File: src/design/csm_pkg.sv
// csm_pkg: shared types and constants for the CIGAR block merger.
// Holds the input and result transaction structs and the operation codes.
// No dependencies.
package csm_pkg;

    // Item kinds
    localparam logic MODE_BEGIN = 1'b0;
    localparam logic MODE_OP    = 1'b1;

    // CIGAR operation characters (ASCII)
    localparam logic [7:0] OP_MATCH    = 8'h4D;  // 'M'
    localparam logic [7:0] OP_SEQ_EQ   = 8'h3D;  // '='
    localparam logic [7:0] OP_SEQ_DIFF = 8'h58;  // 'X'
    localparam logic [7:0] OP_DEL      = 8'h44;  // 'D'
    localparam logic [7:0] OP_SKIP     = 8'h4E;  // 'N'
    localparam logic [7:0] OP_INS      = 8'h49;  // 'I'
    localparam logic [7:0] OP_PAD      = 8'h50;  // 'P'

    localparam logic [15:0] MERGE_GAP_RESET = 16'd10;

    typedef struct packed {
        logic        mode;
        logic        reverse_strand;
        logic [30:0] record_query_start;
        logic [30:0] record_query_end;
        logic [30:0] record_template_start;
        logic [7:0]  op_code;
        logic [27:0] op_length;
        logic        last_op;
    } in_item_t;

    typedef struct packed {
        logic signed [31:0] block_query_start;
        logic signed [31:0] block_query_end;
        logic signed [31:0] block_template_start;
        logic signed [31:0] block_template_end;
        logic               block_reverse;
        logic               last_block;
    } out_item_t;

    // Results produced by one step: first slot, then second slot
    typedef struct packed {
        logic first;
        logic second;
    } csm_push_t;

endpackage

File: src/design/cigar_segment_merger.sv
// cigar_segment_merger: CIGAR operations in, merged matched blocks out. Depends on
// csm_pkg, csm_step, csm_out_fifo. An accepted input transaction waits in the input
// register, then its results go into the result queue. Throughput: one input
// transaction per cycle while the result queue has room for two results; a slow
// consumer sets the long-run rate when records emit many blocks. Asynchronous
// active-low reset clears cursors, pending block and queue; merge gap limit goes to 10.
module cigar_segment_merger
    import csm_pkg::*;
#(
    parameter int OUT_DEPTH = 4   // result queue entries, at least 2
)
(
    input  logic        clk,
    input  logic        rst_n,

    // input channel
    input  logic        in_valid,
    output logic        in_stall,
    input  in_item_t    in_item,

    // result channel
    output logic        out_valid,
    input  logic        out_stall,
    output out_item_t   out_item,

    // merge gap limit register
    input  logic        cfg_wr_en,
    input  logic [15:0] cfg_wr_data
);

    // ------------------------------------------------------------------
    // Configuration: merge gap limit, zero disables merging
    // ------------------------------------------------------------------
    logic [15:0] gap_limit_reg;

    always_ff @(posedge clk or negedge rst_n)
    begin
        if (!rst_n)
            gap_limit_reg <= MERGE_GAP_RESET;
        else if (cfg_wr_en)
            gap_limit_reg <= cfg_wr_data;
    end

    // ------------------------------------------------------------------
    // Input register. It is processed in the next cycle whenever the
    // result queue can absorb a worst-case step (two results).
    // ------------------------------------------------------------------
    logic      in_vld_reg, in_vld_next;
    in_item_t  in_item_reg;
    logic      room2;
    logic      proc_fire;
    logic      in_accept;
    logic      pop;
    logic      nonempty;
    csm_push_t push;
    out_item_t res0, res1;

    assign proc_fire = in_vld_reg && room2;
    // stall only when the held transaction cannot move on this cycle
    assign in_stall  = in_vld_reg && !room2;
    assign in_accept = in_valid && !in_stall;

    always_comb
    begin
        in_vld_next = in_vld_reg;
        if (in_accept)
            in_vld_next = 1'b1;
        else if (proc_fire)
            in_vld_next = 1'b0;
    end

    always_ff @(posedge clk or negedge rst_n)
    begin
        if (!rst_n)
            in_vld_reg <= 1'b0;
        else
            in_vld_reg <= in_vld_next;
    end

    always_ff @(posedge clk)
    begin
        if (in_accept)
            in_item_reg <= in_item;
    end

    // ------------------------------------------------------------------
    // Step logic: cursors, pending block, merge decision
    // ------------------------------------------------------------------
    csm_step u_step (
        .clk       (clk),
        .rst_n     (rst_n),
        .fire      (proc_fire),
        .item      (in_item_reg),
        .gap_limit (gap_limit_reg),
        .push      (push),
        .res0      (res0),
        .res1      (res1)
    );

    // ------------------------------------------------------------------
    // Result queue; it decouples the output stall from the input side
    // ------------------------------------------------------------------
    assign pop       = nonempty && !out_stall;
    assign out_valid = nonempty;

    csm_out_fifo #(
        .DEPTH (OUT_DEPTH)
    ) u_out_fifo (
        .clk      (clk),
        .rst_n    (rst_n),
        .push     (push),
        .res0     (res0),
        .res1     (res1),
        .pop      (pop),
        .room2    (room2),
        .nonempty (nonempty),
        .head     (out_item)
    );

endmodule

File: src/design/csm_step.sv
// csm_step: cursor and pending-block state plus the per-operation update.
// Emits up to two result transactions per processed item.
// Depends on csm_pkg.
module csm_step
    import csm_pkg::*;
(
    input  logic        clk,
    input  logic        rst_n,
    input  logic        fire,
    input  in_item_t    item,
    input  logic [15:0] gap_limit,
    output csm_push_t   push,
    output out_item_t   res0,
    output out_item_t   res1
);

    logic        rev_reg, rev_next;
    logic [31:0] qcur_reg, qcur_next;
    logic [31:0] tcur_reg, tcur_next;
    logic [31:0] pq_lo_reg, pq_lo_next;
    logic [31:0] pq_hi_reg, pq_hi_next;
    logic [31:0] pt_lo_reg, pt_lo_next;
    logic [31:0] pt_hi_reg, pt_hi_next;
    logic        pv_reg, pv_next;

    logic [31:0] len32;
    logic [31:0] qlo, qhi, tlo, thi;
    logic [31:0] gap;
    logic        is_match, is_tadv, is_qadv;
    logic        merge;

    assign len32    = {4'd0, item.op_length};
    assign is_match = (item.op_code == OP_MATCH) || (item.op_code == OP_SEQ_EQ)
                   || (item.op_code == OP_SEQ_DIFF);
    assign is_tadv  = (item.op_code == OP_DEL) || (item.op_code == OP_SKIP);
    assign is_qadv  = (item.op_code == OP_INS) || (item.op_code == OP_PAD);

    assign tlo = tcur_reg;
    assign thi = tcur_reg + len32 - 32'd1;
    assign qlo = rev_reg ? (qcur_reg - len32) : qcur_reg;
    assign qhi = rev_reg ? (qcur_reg - 32'd1) : (qcur_reg + len32 - 32'd1);

    // signed gap from the pending inclusive end, against the unsigned limit
    assign gap   = tlo - pt_hi_reg;
    assign merge = pv_reg && (gap_limit != 16'd0)
                && ($signed({gap[31], gap}) < $signed({17'd0, gap_limit}));

    always_comb
    begin
        rev_next   = rev_reg;
        qcur_next  = qcur_reg;
        tcur_next  = tcur_reg;
        pq_lo_next = pq_lo_reg;
        pq_hi_next = pq_hi_reg;
        pt_lo_next = pt_lo_reg;
        pt_hi_next = pt_hi_reg;
        pv_next    = pv_reg;
        push       = '0;
        res0       = '0;
        res1       = '0;

        if (fire)
        begin
            if (item.mode == MODE_BEGIN)
            begin
                rev_next  = item.reverse_strand;
                tcur_next = {1'b0, item.record_template_start};
                qcur_next = item.reverse_strand ? ({1'b0, item.record_query_end} - 32'd1)
                                                : {1'b0, item.record_query_start};
                pv_next   = 1'b0;
            end
            else
            begin
                if (is_match)
                begin
                    qcur_next = rev_reg ? qlo : (qcur_reg + len32);
                    tcur_next = tcur_reg + len32;
                    if (merge)
                    begin
                        if (rev_reg)
                            pq_lo_next = qlo;
                        else
                            pq_hi_next = qhi;
                        pt_hi_next = thi;
                    end
                    else
                    begin
                        // close the previous block
                        push.first = pv_reg;
                        res0 = '{block_query_start:    pq_lo_reg,
                                 block_query_end:      pq_hi_reg,
                                 block_template_start: pt_lo_reg,
                                 block_template_end:   pt_hi_reg,
                                 block_reverse:        rev_reg,
                                 last_block:           1'b0};
                        pq_lo_next = qlo;
                        pq_hi_next = qhi;
                        pt_lo_next = tlo;
                        pt_hi_next = thi;
                        pv_next    = 1'b1;
                    end
                end
                else if (is_tadv)
                begin
                    tcur_next = tcur_reg + len32;
                end
                else if (is_qadv)
                begin
                    qcur_next = rev_reg ? (qcur_reg - len32) : (qcur_reg + len32);
                end

                // flush on the final operation
                if (item.last_op && pv_next)
                begin
                    if (push.first)
                    begin
                        push.second = 1'b1;
                        res1 = '{block_query_start:    pq_lo_next,
                                 block_query_end:      pq_hi_next,
                                 block_template_start: pt_lo_next,
                                 block_template_end:   pt_hi_next,
                                 block_reverse:        rev_reg,
                                 last_block:           1'b1};
                    end
                    else
                    begin
                        push.first = 1'b1;
                        res0 = '{block_query_start:    pq_lo_next,
                                 block_query_end:      pq_hi_next,
                                 block_template_start: pt_lo_next,
                                 block_template_end:   pt_hi_next,
                                 block_reverse:        rev_reg,
                                 last_block:           1'b1};
                    end
                    pv_next = 1'b0;
                end
            end
        end
    end

    always_ff @(posedge clk or negedge rst_n)
    begin
        if (!rst_n)
        begin
            rev_reg   <= 1'b0;
            qcur_reg  <= '0;
            tcur_reg  <= '0;
            pq_lo_reg <= '0;
            pq_hi_reg <= '0;
            pt_lo_reg <= '0;
            pt_hi_reg <= '0;
            pv_reg    <= 1'b0;
        end
        else
        begin
            rev_reg   <= rev_next;
            qcur_reg  <= qcur_next;
            tcur_reg  <= tcur_next;
            pq_lo_reg <= pq_lo_next;
            pq_hi_reg <= pq_hi_next;
            pt_lo_reg <= pt_lo_next;
            pt_hi_reg <= pt_hi_next;
            pv_reg    <= pv_next;
        end
    end

endmodule

File: src/design/csm_out_fifo.sv
// csm_out_fifo: small flop-based result queue, two writes and one read per cycle.
// Reports whether a full two-result step fits. Depends on csm_pkg.
module csm_out_fifo
    import csm_pkg::*;
#(
    parameter int DEPTH = 4
)
(
    input  logic      clk,
    input  logic      rst_n,
    input  csm_push_t push,
    input  out_item_t res0,
    input  out_item_t res1,
    input  logic      pop,
    output logic      room2,
    output logic      nonempty,
    output out_item_t head
);

    localparam int PW = (DEPTH > 1) ? $clog2(DEPTH) : 1;
    localparam int CW = $clog2(DEPTH + 1);

    out_item_t      mem_reg [DEPTH];
    logic [PW-1:0]  head_reg, head_next;
    logic [PW-1:0]  tail_reg, tail_next;
    logic [CW-1:0]  count_reg, count_next;
    logic [PW-1:0]  tail_plus1;

    function automatic logic [PW-1:0] ptr_inc(input logic [PW-1:0] p);
        ptr_inc = (p == PW'(DEPTH - 1)) ? '0 : (p + PW'(1));
    endfunction

    assign tail_plus1 = ptr_inc(tail_reg);
    assign nonempty   = (count_reg != '0);
    assign head       = mem_reg[head_reg];
    assign room2      = (count_reg <= CW'(DEPTH - 2))
                     || ((count_reg == CW'(DEPTH - 1)) && pop);

    always_comb
    begin
        head_next  = pop ? ptr_inc(head_reg) : head_reg;
        tail_next  = push.second ? ptr_inc(tail_plus1)
                   : (push.first ? tail_plus1 : tail_reg);
        count_next = count_reg + CW'(push.first) + CW'(push.second) - CW'(pop);
    end

    always_ff @(posedge clk or negedge rst_n)
    begin
        if (!rst_n)
        begin
            head_reg  <= '0;
            tail_reg  <= '0;
            count_reg <= '0;
        end
        else
        begin
            head_reg  <= head_next;
            tail_reg  <= tail_next;
            count_reg <= count_next;
        end
    end

    always_ff @(posedge clk)
    begin
        if (push.first)
            mem_reg[tail_reg] <= res0;
        if (push.second)
            mem_reg[tail_plus1] <= res1;
    end

endmodule

File: config.mk
export PLATFORM = sky130hd
export DESIGN_NAME = cigar_segment_merger
export DESIGN_NICKNAME = d
export VERILOG_FILES = /design/src/design/csm_pkg.sv /design/src/design/cigar_segment_merger.sv /design/src/design/csm_step.sv /design/src/design/csm_out_fifo.sv
export SDC_FILE = /design/constraint.sdc
export NUM_CORES = 2
export LEC_CHECK = 0
export ABC_AREA = 1
export BUFFER_PORTS_ARGS = -buffer_cell sky130_fd_sc_hd__buf_4
export CORE_MARGIN = 5
export CORE_UTILIZATION = 58
export CTS_CLUSTER_SIZE = 40
export DETAILED_ROUTE_END_ITERATION = 8
export PLACE_DENSITY = 0.76
export SLEW_MARGIN = 10
export SYNTH_ARGS = -nofsm -noshare
export SYNTH_HDL_FRONTEND = slang
export SYNTH_SLANG_ARGS = --single-unit
File: constraint.sdc
create_clock -name clk -period 8.5 [get_ports clk]
set_input_delay 0.85 -clock clk [delete_from_list [all_inputs] [get_ports clk]]
set_output_delay 0.85 -clock clk [all_outputs]
set_load 0.01 [all_outputs]
==> results.md <==
- H-Tree Depth: 3
- Worst setup EP type: flop
- Hold Buf Count CTS: 0
- Final HPWL DP: 138,000 um
- DR WL/cell: 22.9 um
- Critical Path RT: 8.89 ns
- Setup TNS: 0 ns
- Syn Nets: 7,760
- Clock skew: 0.0325 ns
- Core area: 95,000 sq um
- Routed via count: 53.8k
- R2r setup slk: 1.44 ns
- Commonest non-fill, non-tap cell in the layout: nand2_1
- Reg clk slew, reported paths: 0.06 ns
- Sequential share of the synthesized area: 0.450
- Initial Utilization: 0.585
- Total GRT Usage: 0.384
- Top FF cell, synth: edfxtp_1
- Largest register FFs: 520
- Outcome: finished, final reports clean
- Avg Inst Size Synth: 7.45 sq um
- Post-CTS sizing: 0
- CTS sink cnt: 870
- Synthesized netlist cell count: 7,460
- Clk_lat worst skew: 0.70 ns
- Async SR Flop Fraction: 0.251
- Fmax: 142 MHz
- Postcts setup bufs: 0
- Yosys reg bits: 870
- Startpoint Class: flop
- Row Count: 113
- Initial DRC Count: 7,270
- Power per cell area: 358 nW/um^2
- Drt drc: 0
- Worst slew pin tran: 1.28 ns
- Fin crit share: 0.830
- CP arrival: 7.45 ns
- Chip width: 320 um
- Leak pwr: 27.8 nW
- Synth Cell Area: 55,600 sq um
- Die area: 102,000 sq um
- Post-route cell area: 61,600 sq um
- GP Congestion: 1.02
- Setup Viol. Count Final: 0
- Remaining Overflow, GRT: 0
- Top cell type's share of synthesized area: 0.352
- P&R area growth vs syn: 10.8%
- Vias/cell: 6.06
- Setup Crit Path Kind: reg -> reg
- Met1 Track Usage GR: 0.519
- CTS Buffer Depth: 3
- Final #Nets: 7,835
- RSZ-0062 raised after global routing: false
- CTS tree: yes
- Maximum VDD drop: 0.499 mV
- Synth area leader: edfxtp_1
- Yosys warning total: 0
- Initial antenna violation count: 13
- PortBufs: 284
- Type of the tightest min-delay check: in -> async
- Drt first pass iters: 7
- Max-Slew Margin vs Limit: 0.144
- Pin count of the biggest net entering global routing: 208
- WL final: 203,000 um
- Post-route ant nets: 0
- Commonest non-fill, non-tap cells in the layout: nand2_1 (2,604), edfxtp_1 (652), inv_1 (651)
- First-pass GRT wire length: 303,000 um
- Post-synth EDFFs: 652
- Library cells used by synthesis: 61
- M3 GR Usage: 0.122
- Num CTS Buffers: 95
- Share of cells above drive strength 1: 0.0845
- Crit path max fanout: 64
- Final hold vios: 0
- GR Layer Usage met2: 0.577
- Ports: 285
- Placed inst area: 58,500 sq um
- Vias in the first global route: 50.4k
- Max Cap Viol: 0
- Die Span Y: 320 um
- Busiest grt layer: met2
- Max Slew Vio Count: 0
- Top cells by area, synth: edfxtp_1 (35%), nand2_1 (18%), dfrtp_1 (9.7%), o21ai_0 (5.6%), nand3_1 (5.5%)
- Fin crit period: 7.06 ns
- Clk root buf: clkbuf_16
[stage by stage]
| stage | utilization | cells | worst slack, ns | hold WS [ns] | total power (W) |
|---|---|---|---|---|---|
| final | 0.648 | 8887 | 1.44 | 0.113 | 0.0221 |
| after global routing | 0.648 | 8882 | 1.33 | 0.149 | 0.0234 |
| after CTS | 0.648 | 8882 | 1.73 | 0.128 | 0.0217 |
| after detailed placement | 0.616 | 8703 | 1.74 | 0.473 | 0.0176 |
| after global placement | 0.616 | 8703 | 2.01 | 0.466 | 0.0174 |
| after floorplan | - | 7460 | 2.18 | 0.453 | 0.0132 |
[critical path, cell delays in order, from the launching register on]
cell and delay, ns:
dfrtp_1 0.36, buf_4 0.17, ha_1 0.37, nand2_1 0.14, nor2_1 0.22, nand2_1 0.11
clkinv_1 0.06, nand2_1 0.04, nand2_1 0.13, xor2_1 0.20, ha_1 0.28, a21oi_1 0.14
nor2_1 0.05, a211oi_1 0.20, o21ai_0 0.13, a21oi_1 0.37, nand4_2 0.23, nand2_4 0.23
nand2_4 0.45, nand2_8 0.46, nor2_8 0.21, nand3_4 0.17, buf_4 0.86, buf_4 0.87
o21ai_0 0.20
[cell families after synthesis]
family          share of synthesized area
simple gates                        0.302
compound gates                      0.124
buf+inv                            0.0764
flops                               0.450
fa+ha+maj                          0.0339
xor+xnor                           0.0128
mux                              0.000203
[final cells by class]
class / instances / area, sq um
antenna: 5 / 12.5
fill: 8250 / 33400
inverter: 678 / 2580
tap: 1265 / 1580
sequential: 870 / 25000
clock inverter: 38 / 352
clock buffer: 141 / 2750
timing repair buffer: 361 / 2870
multi-input combinational: 5529 / 26400
[cell usage after synthesis (5+ instances only)]
library cell,instances
a211oi_1,7
a21boi_0,8
a21o_1,6
a21oi_1,198
a21oi_2,11
a21oi_4,29
a22o_1,9
a31oi_1,16
and2_1,7
buf_1,34
buf_2,106
buf_4,5
buf_6,12
clkbuf_1,224
clkinv_1,6
dfrtp_1,216
edfxtp_1,652
fa_1,6
ha_1,141
inv_1,654
inv_2,18
nand2_1,2611
nand2_2,10
nand3_1,606
nand3_2,6
nand3b_1,7
nand4_1,148
nor2_1,619
nor3_1,28
nor4_1,10
o211ai_1,8
o21ai_0,617
o21ai_1,115
o21ai_2,17
o21bai_1,25
o22ai_1,136
or2_2,16
xnor2_1,30
xor2_1,51
[where the power goes]
part | internal (W) | leakage (nW) | switching [W]
logic | 0.00354 | 17.4 | 0.00852
registers | 0.00513 | 8.88 | 0.000732
clock network | 0.00234 | 1.52 | 0.00181
[path summary, 6_finish.rpt]
check                                     from                   endpoint  depth (start not counted)
setup / recovery           u_step.tcur_reg[12]  u_out_fifo.mem_reg[2][29]                         24
hold / removal                           rst_n           gap_limit_reg[0]                          1
setup reg to reg           u_step.tcur_reg[12]  u_out_fifo.mem_reg[2][29]                         24
hold reg to reg            u_step.pt_lo_reg[0]        u_step.pt_lo_reg[0]                          2
max in group asynchronous                rst_n        u_step.pq_hi_reg[7]                          2
min in group clk                   in_item[79]            in_item_reg[79]                          1
[routing by layer]
metal  vias up  wire [um]
met5         -         59
met4         8       8890
met3       518      28900
met2      3475      87800
met1     24892      77600
li1      24926          -
Power figures use the tool's default switching activity.
